**src/rtl/guillotine_box_placer_3d_defines.svh**
```systemverilog
// Assertion macros shared by the guillotine box placer RTL.
// No dependencies; included by the modules that carry assertions.
`ifndef GUILLOTINE_BOX_PLACER_3D_DEFINES_SVH
`define GUILLOTINE_BOX_PLACER_3D_DEFINES_SVH

// Same-cycle implication, disabled during reset.
`define GBP_ASSERT_NOW(lbl, clk, rst, ante, cons) \
  lbl: assert property (@(posedge clk) disable iff (rst) (ante) |-> (cons)) \
    else $error("guillotine box placer check failed");

// Next-cycle implication, disabled during reset.
`define GBP_ASSERT_NEXT(lbl, clk, rst, ante, cons) \
  lbl: assert property (@(posedge clk) disable iff (rst) (ante) |=> (cons)) \
    else $error("guillotine box placer check failed");

`endif

```
**src/rtl/gbp_pkg.sv**
```systemverilog
// Shared types and constants of the guillotine box placer.
// No dependencies; used by gbp_ctrl, gbp_dpath and the top level.
package gbp_pkg;

  localparam int DIM_W = 16;

  // Configuration register indexes.
  localparam logic [1:0] CFG_BIN_WIDTH  = 2'd0;
  localparam logic [1:0] CFG_BIN_DEPTH  = 2'd1;
  localparam logic [1:0] CFG_SPLIT_RULE = 2'd2;

  // Split rules.
  localparam logic [1:0] RULE_SHORT_LEFT = 2'd0;
  localparam logic [1:0] RULE_LONG_LEFT  = 2'd1;
  localparam logic [1:0] RULE_SHORT_AXIS = 2'd2;
  localparam logic [1:0] RULE_LONG_AXIS  = 2'd3;

  // Request kinds.
  localparam logic KIND_NEW_BIN = 1'b0;
  localparam logic KIND_PLACE   = 1'b1;

  // Slots of the three appended free boxes.
  localparam logic [1:0] PUSH_BOTTOM = 2'd0;
  localparam logic [1:0] PUSH_RIGHT  = 2'd1;
  localparam logic [1:0] PUSH_TOP    = 2'd2;

  // Commands from the controller to the datapath.
  typedef struct packed {
    logic       load;
    logic       init_bin;
    logic       step;
    logic       split;
    logic       push;
    logic [1:0] push_sel;
    logic       emit;
  } gbp_cmd_t;

  // Status from the datapath to the controller.
  typedef struct packed {
    logic place;
    logic full;
    logic step_done;
    logic found;
  } gbp_status_t;

endpackage

```
**src/rtl/gbp_ctrl.sv**
```systemverilog
// Sequencer of the guillotine box placer: handshakes and command issue.
// Depends on gbp_pkg and guillotine_box_placer_3d_defines.svh.
`include "guillotine_box_placer_3d_defines.svh"

module gbp_ctrl (
  input  logic                clk,
  input  logic                rst,
  input  logic                in_valid,
  output logic                in_stall,
  output logic                out_valid,
  input  logic                out_stall,
  output gbp_pkg::gbp_cmd_t   cmd,
  input  gbp_pkg::gbp_status_t status
);

  typedef enum logic [3:0] {
    ST_INIT, ST_IDLE, ST_DECIDE, ST_NEW_BIN, ST_SCAN, ST_SPLIT, ST_SHIFT,
    ST_PUSH0, ST_PUSH1, ST_PUSH2, ST_RESULT
  } state_t;

  state_t state;
  logic   accept;
  logic   emit_ok;

  assign in_stall = (state != ST_IDLE);
  assign accept   = in_valid && !in_stall;
  assign emit_ok  = (state == ST_RESULT) && (!out_valid || !out_stall);

  // Command decode from the current state.
  always_comb begin
    cmd          = '0;
    cmd.load     = accept;
    cmd.init_bin = (state == ST_INIT) || (state == ST_NEW_BIN);
    cmd.step     = (state == ST_SCAN) || (state == ST_SHIFT);
    cmd.split    = (state == ST_SPLIT);
    cmd.push     = (state == ST_PUSH0) || (state == ST_PUSH1) || (state == ST_PUSH2);
    cmd.emit     = emit_ok;
    unique case (state)
      ST_PUSH1: cmd.push_sel = gbp_pkg::PUSH_RIGHT;
      ST_PUSH2: cmd.push_sel = gbp_pkg::PUSH_TOP;
      default:  cmd.push_sel = gbp_pkg::PUSH_BOTTOM;
    endcase
  end

  // State register and output valid.
  always_ff @(posedge clk) begin
    if (rst) begin
      state     <= ST_INIT;
      out_valid <= 1'b0;
    end else begin
      if (emit_ok) begin
        out_valid <= 1'b1;
      end else if (out_valid && !out_stall) begin
        out_valid <= 1'b0;
      end
      unique case (state)
        ST_INIT: state <= ST_IDLE;
        ST_IDLE: begin
          if (accept) state <= ST_DECIDE;
        end
        ST_DECIDE: begin
          if (!status.place) state <= ST_NEW_BIN;
          else if (status.full) state <= ST_RESULT;
          else state <= ST_SCAN;
        end
        ST_NEW_BIN: state <= ST_RESULT;
        ST_SCAN: begin
          if (status.step_done) state <= status.found ? ST_SPLIT : ST_RESULT;
        end
        ST_SPLIT: state <= ST_SHIFT;
        ST_SHIFT: begin
          if (status.step_done) state <= ST_PUSH0;
        end
        ST_PUSH0: state <= ST_PUSH1;
        ST_PUSH1: state <= ST_PUSH2;
        ST_PUSH2: state <= ST_RESULT;
        ST_RESULT: begin
          if (emit_ok) state <= ST_IDLE;
        end
        default: state <= ST_IDLE;
      endcase
    end
  end

  `GBP_ASSERT_NEXT(a_emit_sets_valid, clk, rst, emit_ok, out_valid)
  `GBP_ASSERT_NOW(a_split_needs_found, clk, rst, state == ST_SPLIT, status.found)
  `GBP_ASSERT_NEXT(a_valid_held, clk, rst, out_valid && out_stall, out_valid)

endmodule

```
**config.mk**
```make
export PLATFORM = sky130hd
export DESIGN_NAME = gbp_ctrl
export DESIGN_NICKNAME = d
export VERILOG_FILES = /design/src/rtl/gbp_pkg.sv /design/src/rtl/gbp_ctrl.sv
export VERILOG_INCLUDE_DIRS = /design/src /design/src/rtl
export SDC_FILE = /design/constraint.sdc
export NUM_CORES = 1
export LEC_CHECK = 0
export BUFFER_PORTS_ARGS = -buffer_cell sky130_fd_sc_hd__buf_2
export CAP_MARGIN = 10
export CORE_AREA = 4 4 41 43
export CTS_CLUSTER_DIAMETER = 30
export CTS_CLUSTER_SIZE = 12
export DETAILED_ROUTE_END_ITERATION = 6
export DIE_AREA = 0 0 45 47
export SLEW_MARGIN = 20
export SYNTH_ARGS = -nofsm -noshare
export SYNTH_HDL_FRONTEND = slang
export SYNTH_SLANG_ARGS = --single-unit
export TNS_END_PERCENT = 30
```
**constraint.sdc**
```tcl
create_clock -name clk -period 2.45 [get_ports clk]
set_input_delay 0.245 -clock clk [delete_from_list [all_inputs] [get_ports clk]]
set_output_delay 0.245 -clock clk [all_outputs]
set_load 0.02 [all_outputs]
```
## Yosys cells after proc, flatten, opt, wreduce, memory -nomap -nowiden

Index checks and enable logic that the tools add are counted.

- Register bits after elaboration: 5
- Bits in latches: 0
- RAM bits: 0
- Memory bits (read-only): 0
- Input port bits: 8
- Output and inout port bits: 10
- Word-level logic and storage cells: 43
- Memories kept: 0

- Add/subtract/negate cells: 0
- Multipliers: 0
- Div/mod/pow operators: 0
- $lt $le $gt $ge: 0
- Equality and inequality tests: 15
- Shift operators: 0
- Mux-type cells: 11
- Bitwise gates (word level): 0
- Reductions and logical operators: 15

Operators by type and width:

| operator | number |
|---|---|
| $pmux W4 S9 | 1 |
| $mux W4 | 7 |
| $eq A4 B3 Y1 const B | 4 |
| $eq A4 B4 Y1 const B | 3 |
| $eq A4 B2 Y1 const B | 2 |
| $ne A2 B2 Y1 const B | 4 |
| $logic_or A1 B1 Y1 | 5 |
| $eq A4 B1 Y1 const B | 1 |
| $logic_not A4 Y1 | 1 |
| $ne A4 B1 Y1 const B | 1 |
| $pmux W2 S2 | 1 |
| $reduce_and A4 Y1 | 1 |
| $logic_and A1 B1 Y1 | 3 |
| $logic_not A1 Y1 | 3 |
| $mux W1 | 2 |
| $reduce_bool A2 Y1 | 1 |
| $reduce_or A2 Y1 | 1 |

## Longest topological paths before layout

Gate-level depths: netlist (run 1).

- Word-level depth: 5
- Depth in mapped cells: 6
- Mapped depth without buffers: 4

## Least setup slack after synthesis (run 1)

Ideal clock, no wire load.

- Path type: register -> output
- Start: register state[2]
- End: output cmd[1] (netlist name)
- Arrival: 1.347 ns
- Setup slack: 0.858 ns
- Cell stages (with the launch flop): 4
- Buffers on the path: 2
- Cells stage by stage: dfxtp_1 -> buf_6 -> buf_2 -> nor4b_1

RTL lines:

| what | RTL line | RTL |
|---|---|---|
| start, declared | gbp_ctrl.sv:21 | `state_t state;` |
| start signal, assigned | gbp_ctrl.sv:68 | `if (status.step_done) state <= status.found ? ST_SPLIT : ST_RESULT;` |
| end, declared | gbp_ctrl.sv:12 | `output gbp_pkg::gbp_cmd_t cmd,` |

==> results.py, run 1 <==
metrics = {
    "status": {
        "status": "finished clean",
    },
    "sta": {
        "rsz0062_at_grt": "false",
        "worstMarginPinSlew_ns": 0.596,
        "hold_viol": 0,
        "setup_viol": 0,
        "drv_slew": 0,
        "skew_ns": 0.00657,
        "fin_ws_ns": 0.656,
        "fin_crit_sh_pct": 73.2,
        "max_slew_margin_pct": 60.2,
        "fmax_mhz": 557,
        "post-route-min-period_ns": 1.79,
        "hold_slack_ns": 0.224,
        "fin_tns_setup_ns": 0,
    },
    "clock_tree": {
        "clock_latency_ns": 0.24,
        "path_clk_slew_ns": 0.05,
        "postCtsHoldBufs": 0,
        "root_buffer": "clkbuf_4",
        "cts_setup_buffers": 0,
        "cts_sinks": 5,
        "numCtsBuffers": 3,
        "ctsResizeCount": 0,
        "cts-htree-levels": 1,
        "cts_tree": "yes",
        "cts_buffer_depth": 2,
    },
    "die": {
        "fp.dieH_um": 47,
        "dieWidth_um": 45,
        "core-area_mm2": 0.00130,
        "pin_count": 18,
        "dieArea_mm2": 0.00212,
        "start_util_pct": 36.4,
        "num_rows": 13,
    },
    "global_routing": {
        "grt_pass1_wl_um": 1770,
        "antenna_found_initial": 0,
        "grt_remaining_overflow": 0,
        "grt_pass1_vias": 432,
        "grt_max_degree": 19,
        "grtUsageTotal_pct": 11.0,
    },
    "synthesis": {
        "synth_cells": 64,
        "muxShareOfSynthArea_pct": 0,
        "synth-xor-area-share_pct": 0,
        "ys_seq_elements": 5,
        "syn-cell-area_um2": 474,
        "synth-main-ff-cell": "dfxtp_1",
        "synth_warnings": 0,
        "synth-adder-area-share_pct": 0,
        "synth.distinct_cells": 31,
        "synth_edf_count": 0,
        "synth.net_count": 72,
        "seq_area_frac_synth_pct": 21.1,
        "yosys.area_share.simple_pct": 40.4,
        "synth_top_family_by_area": "simple AND/OR/NAND/NOR gates",
        "avgSynthCellArea_um2": 7.41,
        "synth-compound-area-share_pct": 28.0,
        "async_reset_ff_share_pct": 0,
        "ys_top_cells_by_area": "dfxtp_1 21%, nor2b_1 6.6%, a21oi_1 5.3%",
        "synth_top_area_share_pct": 21.1,
        "yosysTopAreaCell": "dfxtp_1",
    },
    "setup_path": {
        "critPathBufInv": 1,
        "worst_path_largest_cell_delay_ns": 0.58,
        "cp-start-kind": "flip-flop",
        "worst_r2r_startpoint": "state[2]",
        "cp_top_family": "flip-flops",
        "critPathMaxFanout": 14,
        "path_cells": "nor2b_1 > nand3b_1 > a21oi_1 > buf_2",
        "cp.arrival_ns": 1.55,
        "cp-startpoint": "state[1]",
        "critPathSlowestCell": "dfxtp_1",
        "end_kind": "output pin",
        "worst-setup-path-type": "reg -> out",
        "cp.required_ns": 2.20,
    },
    "power": {
        "swShare_pct": 28.8,
        "power.leakage_nw": 0.243,
        "power_w": 0.000235,
        "power_density_mw_per_mm2": 421,
        "seq_power_share_pct": 39.6,
        "ir_drop_v": 0.000154,
        "power.switching_w": 0.0000676,
        "pwr-share-clk_pct": 40.3,
        "p_int_w": 0.000167,
        "pwr-share-comb_pct": 20.1,
    },
    "hold_path": {
        "min_from": "rst",
        "hold_class": "in -> reg",
    },
    "routing": {
        "vias": 481,
        "routed_wirelength_um": 1110,
        "drcViolationCount": 0,
        "via_per_inst": 5.17,
        "wire_per_inst_um": 11.9,
        "ant_nets": 0,
        "drtPass1Iterations": 2,
        "drt_iter0_drc": 3,
    },
    "finish": {
        "regArea_um2": 100,
        "syn_to_final_growth_pct": 17.7,
        "multiInputGateArea_um2": 324,
        "fillCellCount": 145,
        "postLayoutCellArea_um2": 558,
        "layout-drive-gt1-share_pct": 29.5,
        "nNetsFinal": 87,
        "antenna_cells": 0,
    },
    "place": {
        "hpwl_um": 801,
        "dp_slack_ns": 0.911,
        "post_dp_cell_area_um2": 532,
        "port_buffers": 17,
        "gp_congestion": 0.848,
    },
    "flow_run": {
        "drv_cap": 0,
    },
}
==> metrics by stage <==
stage                     instances  util (%)
after floorplan                  64         -
after global placement           89      40.9
after detailed placement         89      40.9
after CTS                        93      42.9
after global routing             93      42.9
final                            93      42.9
==> cell usage after synthesis, drive strengths merged, types with 2 or more instances <==
cell    n
a21oi   5
a31oi   2
and3    2
buf     7
dfxtp   5
nand2   5
nand2b  2
nand3   4
nand3b  2
nor2    6
nor2b   5
o21a    2
o21ai   2
==> cells by family (layout without fill, tap and decap cells) <==
group | after synthesis | count (layout)
AOI/OAI and AO/OA | 18 | 18
buffers and inverters | 8 | 22
and+or+nand+nor | 33 | 33
DFF | 5 | 5
==> sequential cells by signal, summed over array words and instances (netlist names) <==
name / cells
state: 4
out_valid: 1
==> power by group through the flow <==
stage	sequential (W)	combinational (W)	clock, W
global placement	0.0000946	0.0000468	0
global route	0.0000944	0.0000523	0.0000999
floorplan	0.0000885	0.0000384	0
finish	0.0000931	0.0000471	0.0000946
detailed placement	0.0000947	0.0000469	0
CTS	0.0000929	0.0000474	0.0000990
==> layout make-up <==
cell class | instances | share of cell area, %
clock buffers | 4 | 4.71
repair buffers | 17 | 15.2
flip-flops and latches | 5 | 17.9
inverters | 1 | 0.673
well taps | 15 | 3.36
multi-input cells | 51 | 58.1
==> metal layers <==
metal / wire length, um / up-vias / part of all wire [%] / GRT usage, %
met2: 547 / 7 / 49 / 18.1
met4: 0 / 0 / 0 / 3.51
li1: - / 264 / - / -
met3: 34 / 0 / 3.1 / 3.07
met5: 0 / - / 0 / 0
met1: 528 / 210 / 48 / 13.9
==> path summary, 6_finish.rpt <==
path | slack [ns] | cells after the start | end
min reg2reg | 0.49 | 2 | out_valid
max reg2reg | 0.93 | 4 | state[0]
min | 0.22 | 2 | out_valid
max | 0.66 | 4 | cmd[0]
==> cells in the final DEF (no fill, tap or decap) <==
cell type  instances
clkbuf_4           3
or3_1              1
nand3b_1           2
nand4bb_1          1
a221oi_1           1
dfxtp_1            5
nor2b_1            5
a32oi_1            1
o21ai_0            1
o21a_1             2
a21oi_1            5
a2111oi_2          1
nand3_1            4
and3_1             2
nor3b_2            1
and3b_1            1
a211oi_2           1
o31a_1             1
nor2_1             6
nor4b_1            1
nand2_1            5
nor3_1             1
a22o_1             1
nor4_1             1
a21o_1             1
nand2b_1           2
buf_2             17
clkbuf_1           1
o21ai_1            1
inv_1              1
a31oi_1            2
No activity file was read; power rests on OpenSTA's default activity.
==> run 2, diff against run 1 <==
==> constraint.sdc (replaced) <==
create_clock -name clk -period 1.5 [get_ports clk]
set_input_delay 0.15 -clock clk [delete_from_list [all_inputs] [get_ports clk]]
set_output_delay 0.15 -clock clk [all_outputs]
set_load 0.02 [all_outputs]
==> run 2 against run 1 <==
Via count is 11% higher. Global-route usage increased by 1.0 points. Wire length increased by 4.7%. Critical endpoint is now cmd[2]. Largest power group unchanged.
==> results.py, run 2 (synthesis results as in run 1) <==
metrics = {
    "clock_tree": {
        "root_buffer": "clkbuf_4",
        "path_clk_slew_ns": 0.04,
        "cts_tree": "yes",
        "cts_sinks": 5,
        "clock_latency_ns": 0.24,
        "cts-htree-levels": 1,
        "numCtsBuffers": 3,
        "postCtsHoldBufs": 0,
        "cts_buffer_depth": 2,
    },
    "finish": {
        "syn_to_final_growth_pct": 35.9,
        "layout_commonest_cell": "buf_2",
        "reg_top3": "state x4, out_valid x1",
        "nNetsFinal": 96,
        "layout_common_cells": "17 x buf_2, 8 x buf_4, 5 x a21oi_1, 5 x nand2_1, 5 x nor2_1",
        "top_register": "state",
        "final_util_pct": 49.5,
        "antenna_cells": 0,
        "layout-drive-gt1-share_pct": 44.8,
        "fillCellCount": 126,
        "largest_reg_flops": 4,
    },
    "sta": {
        "post-route-min-period_ns": 1.43,
        "drv_slew": 0,
        "rsz0062_at_grt": "true",
        "hold_viol": 0,
        "fin_crit_sh_pct": 95.3,
        "fmax_mhz": 699,
        "worstMarginPinSlew_ns": 0.311,
        "fin_ws_ns": 0.0700,
        "hold_slack_ns": 0.129,
        "max_slew_margin_pct": 79.3,
        "setup_viol": 0,
        "skew_ns": 0.00440,
    },
    "die": {
        "pin_count": 18,
        "dieWidth_um": 45,
        "dieArea_mm2": 0.00212,
        "num_rows": 13,
        "core-area_mm2": 0.00130,
        "start_util_pct": 36.4,
        "fp.dieH_um": 47,
    },
    "flow_run": {
        "drv_cap": 0,
    },
    "power": {
        "power.switching_w": 0.000111,
        "ir_drop_v": 0.000318,
        "pwr-share-comb_pct": 24.9,
        "seq_power_share_pct": 36.7,
        "power.leakage_nw": 0.295,
        "p_int_w": 0.000285,
        "pwr-share-clk_pct": 38.5,
        "swShare_pct": 28.1,
        "power_density_mw_per_mm2": 615,
    },
    "place": {
        "gp_congestion": 0.886,
        "port_buffers": 17,
        "dp_slack_ns": 0.103,
        "hpwl_um": 897,
    },
    "global_routing": {
        "grt_pass1_vias": 437,
        "grt_pass1_wl_um": 1860,
        "antenna_found_initial": 0,
        "grt_max_degree": 17,
        "grtUsageTotal_pct": 12.0,
        "grt_remaining_overflow": 0,
    },
    "setup_path": {
        "cp.arrival_ns": 1.28,
        "timing.critical_path.mode_cell": "buf_4",
        "worst_path_largest_cell_delay_ns": 0.35,
        "end_kind": "output pin",
        "critPathMaxFanout": 6,
        "critPathBufInv": 3,
        "cp-start-kind": "flip-flop",
        "cp.required_ns": 1.35,
        "cp_top_family": "buffers and inverters",
        "path_cells": "buf_4 > nor2_2 > buf_4 > and3_1 > buf_2",
        "critPathSlowestCell": "dfxtp_4",
        "worst-setup-path-type": "reg -> out",
    },
    "routing": {
        "via_per_inst": 5.24,
        "routed_wirelength_um": 1160,
        "vias": 534,
        "ant_nets": 0,
        "drcViolationCount": 0,
        "wire_per_inst_um": 11.4,
        "drt_iter0_drc": 15,
        "drtPass1Iterations": 3,
    },
    "status": {
        "status": "finished clean",
    },
    "hold_path": {
        "hold_class": "in -> reg",
    },
}
## run 2: changes by cell type in the layout (fill, tap and decap cells not counted)
cell / before / now
nor2b_2: 0 / 2
buf_4: 0 / 8
nor2_2: 0 / 1
dfxtp_2: 0 / 3
dfxtp_1: 5 / 1
nor2_1: 6 / 5
nor2b_1: 5 / 3
dfxtp_4: 0 / 1
buf_6: 0 / 1
## run 2: power groups by stage
| stage | combinational (W) | sequential, W | clock [W] |
|---|---|---|---|
| floorplan | 0.0000628 | 0.000145 | 0 |
| detailed placement | 0.0000910 | 0.000149 | 0 |
| global route | 0.000109 | 0.000146 | 0.000168 |
| global placement | 0.0000908 | 0.000149 | 0 |
| CTS | 0.0000915 | 0.000147 | 0.000158 |
| finish | 0.0000984 | 0.000145 | 0.000152 |
## run 2: path summary, 6_finish.rpt
check	startpoint	end	slack, ns	cells past startpoint
setup / recovery	state[1]	cmd[2]	0.07	5
hold / removal	rst	state[2]	0.13	2
setup reg to reg	state[1]	state[0]	0.18	5
hold reg to reg	out_valid	out_valid	0.49	2
## run 2: repair_timing
action                                 4_1_cts  5_1_grt
endpoints found under the hold margin        0        0
resized for setup                            4        5
buffers inserted                             0        3
setup endpoints to repair                    6        7
pin swaps                                    0        1
## run 2: metrics by stage
stage          instance area (um^2)  power, W  instances  setup TNS, ns
2_1_floorplan                   474  0.000207         64              0
3_5_place_dp                    577  0.000240         95              0
6_report                        644  0.000396        102              0
3_3_place_gp                    577  0.000240         95              0
4_1_cts                         609  0.000396         99              0
5_1_grt                         644  0.000423        102        -0.0295
## run 2: final cells by class
class	count	area [um^2]	share of cell area, %
tap	15	18.8	2.91
sequential	5	108	16.7
inverter	1	3.75	0.583
multi-input combinational	51	332	51.5
clock buffer	4	26.3	4.08
timing repair buffer	26	156	24.3
## run 2: layer usage
layer | GRT usage (%) | wire [um] | share of wire (%) | up-vias
li1 | - | - | - | 281
met1 | 14.8 | 540 | 46 | 241
met2 | 18.6 | 562 | 48 | 12
met3 | 6.13 | 59 | 5.1 | 0
met4 | 2.92 | 0 | 0 | 0
met5 | 0 | 0 | 0 | -
==> run 3, diff against run 2 <==
==> constraint.sdc (replaced) <==
create_clock -name clk -period 1.3 [get_ports clk]
set_input_delay 0.13 -clock clk [delete_from_list [all_inputs] [get_ports clk]]
set_output_delay 0.13 -clock clk [all_outputs]
set_load 0.02 [all_outputs]
==> run 3 against run 2 <==
The run now ends with negative setup slack left. Power grew 27%. First-iteration DRC count grew 47%. Die area is the same. Highest routed layer unchanged. Sequential power grew 11%. Via count grew 16%. Hold slack lost 0.028 ns. Flip-flop and latch count is the same. Global-route usage grew 2.8 points. Combinational power grew 68%. Count of clock-buffer cells in the layout shrank 1. Critical path type unchanged. Worst setup slack lost 0.16 ns. Wire length grew 32%. Largest power group unchanged.
==> results.py, run 3 (synthesis results as in run 1) <==
metrics = {
    "sta": {
        "setup_viol": 5,
        "worstMarginPinSlew_ns": 0.287,
        "drv_slew": 0,
        "skew_ns": 0.00532,
        "rsz0062_at_grt": "true",
        "fmax_mhz": 719,
        "fin_crit_sh_pct": 107,
        "post-route-min-period_ns": 1.39,
        "fin_ws_ns": -0.0907,
        "hold_viol": 0,
        "max_slew_margin_pct": 80.8,
    },
    "power": {
        "seq_power_share_pct": 32.1,
        "ir_drop_v": 0.000455,
        "power_density_mw_per_mm2": 580,
        "power.switching_w": 0.000152,
        "power_w": 0.000502,
        "pwr-share-comb_pct": 32.8,
        "power.leakage_nw": 0.389,
        "swShare_pct": 30.2,
        "pwr-share-clk_pct": 35.1,
        "p_int_w": 0.000351,
    },
    "finish": {
        "layout_common_cells": "22 x buf_4, 10 x buf_2, 8 x buf_6, 6 x nor2_1",
        "postLayoutCellArea_um2": 866,
        "layout-drive-gt1-share_pct": 55.4,
        "fillCellCount": 103,
        "nNetsFinal": 110,
        "final_util_pct": 66.5,
        "largest_reg_flops": 4,
        "reg_top3": "state x4, out_valid x1",
        "top_register": "state",
        "antenna_cells": 0,
        "layout_commonest_cell": "buf_4",
        "syn_to_final_growth_pct": 82.6,
    },
    "setup_path": {
        "worst-setup-path-type": "reg -> out",
        "reg2regPathDepth": 5,
        "path_cells": "buf_6 > nor2b_4 > nand3b_1 > a21oi_1 > buf_4",
        "worst_path_largest_cell_delay_ns": 0.37,
        "cp_top_family": "flip-flops",
        "ff2ff_setup_slack_ns": -0.01,
        "cp.required_ns": 1.17,
        "cp-startpoint": "state[2]",
        "worstSetupPathDepth": 5,
        "worst_r2r_startpoint": "state[1]",
        "rr_endpoint": "state[0]",
        "crit_end": "cmd[0]",
        "critPathSlowestCell": "dfxtp_4",
        "cp-start-kind": "flip-flop",
        "critPathBufInv": 2,
        "cp.arrival_ns": 1.26,
        "critPathMaxFanout": 6,
        "end_kind": "output pin",
    },
    "place": {
        "dp_slack_ns": -0.0704,
        "hpwl_um": 1030,
        "post_dp_cell_area_um2": 629,
        "gp_congestion": 0.791,
        "port_buffers": 17,
    },
    "clock_tree": {
        "clock_latency_ns": 0.24,
        "cts_sinks": 5,
        "cts_tree": "yes",
        "numCtsBuffers": 3,
        "cts_buffer_depth": 2,
        "root_buffer": "clkbuf_4",
        "path_clk_slew_ns": 0.05,
        "cts-htree-levels": 1,
    },
    "routing": {
        "drtPass1Iterations": 4,
        "drt_iter0_drc": 22,
        "ant_nets": 0,
        "wire_per_inst_um": 13.2,
        "via_per_inst": 5.35,
        "drcViolationCount": 0,
        "vias": 621,
        "routed_wirelength_um": 1530,
    },
    "hold_path": {
        "hold_class": "in -> reg",
    },
    "flow_run": {
        "drv_cap": 0,
    },
    "status": {
        "violations": "negative setup slack",
        "status": "finished with violations",
    },
    "die": {
        "start_util_pct": 36.4,
        "dieWidth_um": 45,
        "pin_count": 18,
        "core-area_mm2": 0.00130,
        "dieArea_mm2": 0.00212,
        "fp.dieH_um": 47,
        "num_rows": 13,
    },
    "global_routing": {
        "grtUsageTotal_pct": 14.8,
        "grt_pass1_wl_um": 2280,
        "grt_remaining_overflow": 0,
        "grt_max_degree": 10,
        "antenna_found_initial": 0,
        "grt_pass1_vias": 544,
    },
}
==> run 3: cell count changes in the layout (fill, tap and decap cells not counted), sizes merged <==
cell,change
clkbuf,-1
buf,+14
clkinv,+1
==> run 3: what timing repair did <==
| item | 4_1_cts | 5_1_grt |
|---|---|---|
| pin swaps | 1 | 3 |
| setup buffers | 6 | 4 |
| gates resized for setup | 20 | 16 |
| hold buffers | 0 | 0 |
| setup endpoints to repair | 13 | 13 |
| endpoints found under the hold margin | 0 | 0 |
==> run 3: power by group through the flow <==
stage | clock network [W] | logic [W] | registers (W)
2_1_floorplan | 0 | 0.0000724 | 0.000167
3_3_place_gp | 0 | 0.000116 | 0.000169
3_5_place_dp | 0 | 0.000116 | 0.000169
4_1_cts | 0.000185 | 0.000139 | 0.000162
5_1_grt | 0.000199 | 0.000178 | 0.000161
6_report | 0.000176 | 0.000165 | 0.000161
==> run 3: per-stage QoR <==
stage | instances | TNS (ns) | hold WS [ns]
floorplan | 64 | -0.368 | 0.199
global placement | 102 | -0.121 | 0.360
detailed placement | 102 | -0.284 | 0.361
CTS | 112 | -0.399 | 0.0911
global route | 116 | -0.974 | 0.0893
finish | 116 | -0.260 | 0.101
==> run 3: area by class of cell <==
cell class / instances / area [um^2] / area share (%)
tap: 15 / 18.8 / 2.17
clock buffer: 3 / 22.5 / 2.60
sequential: 5 / 115 / 13.3
multi-input combinational: 51 / 395 / 45.7
timing repair buffer: 40 / 305 / 35.3
clock inverter: 1 / 5.00 / 0.578
inverter: 1 / 3.75 / 0.434
==> run 3: worst min-delay path by stage <==
stage               start        end  slack [ns]  cells past startpoint
finish                rst   state[2]        0.10                      2
global route          rst   state[2]        0.09                      2
CTS                   rst   state[2]        0.09                      2
detailed placement    rst   state[3]        0.36                      2
global placement      rst   state[2]        0.36                      2
floorplan             rst  out_valid        0.20                      1
==> run 3: metal layers <==
metal	global-route usage (%)	vias to the layer above	wire length (um)
met1	15.9	289	606
met3	4.98	0	91
met4	3.51	0	0
met5	0	-	0
li1	-	308	-
met2	28.0	24	835
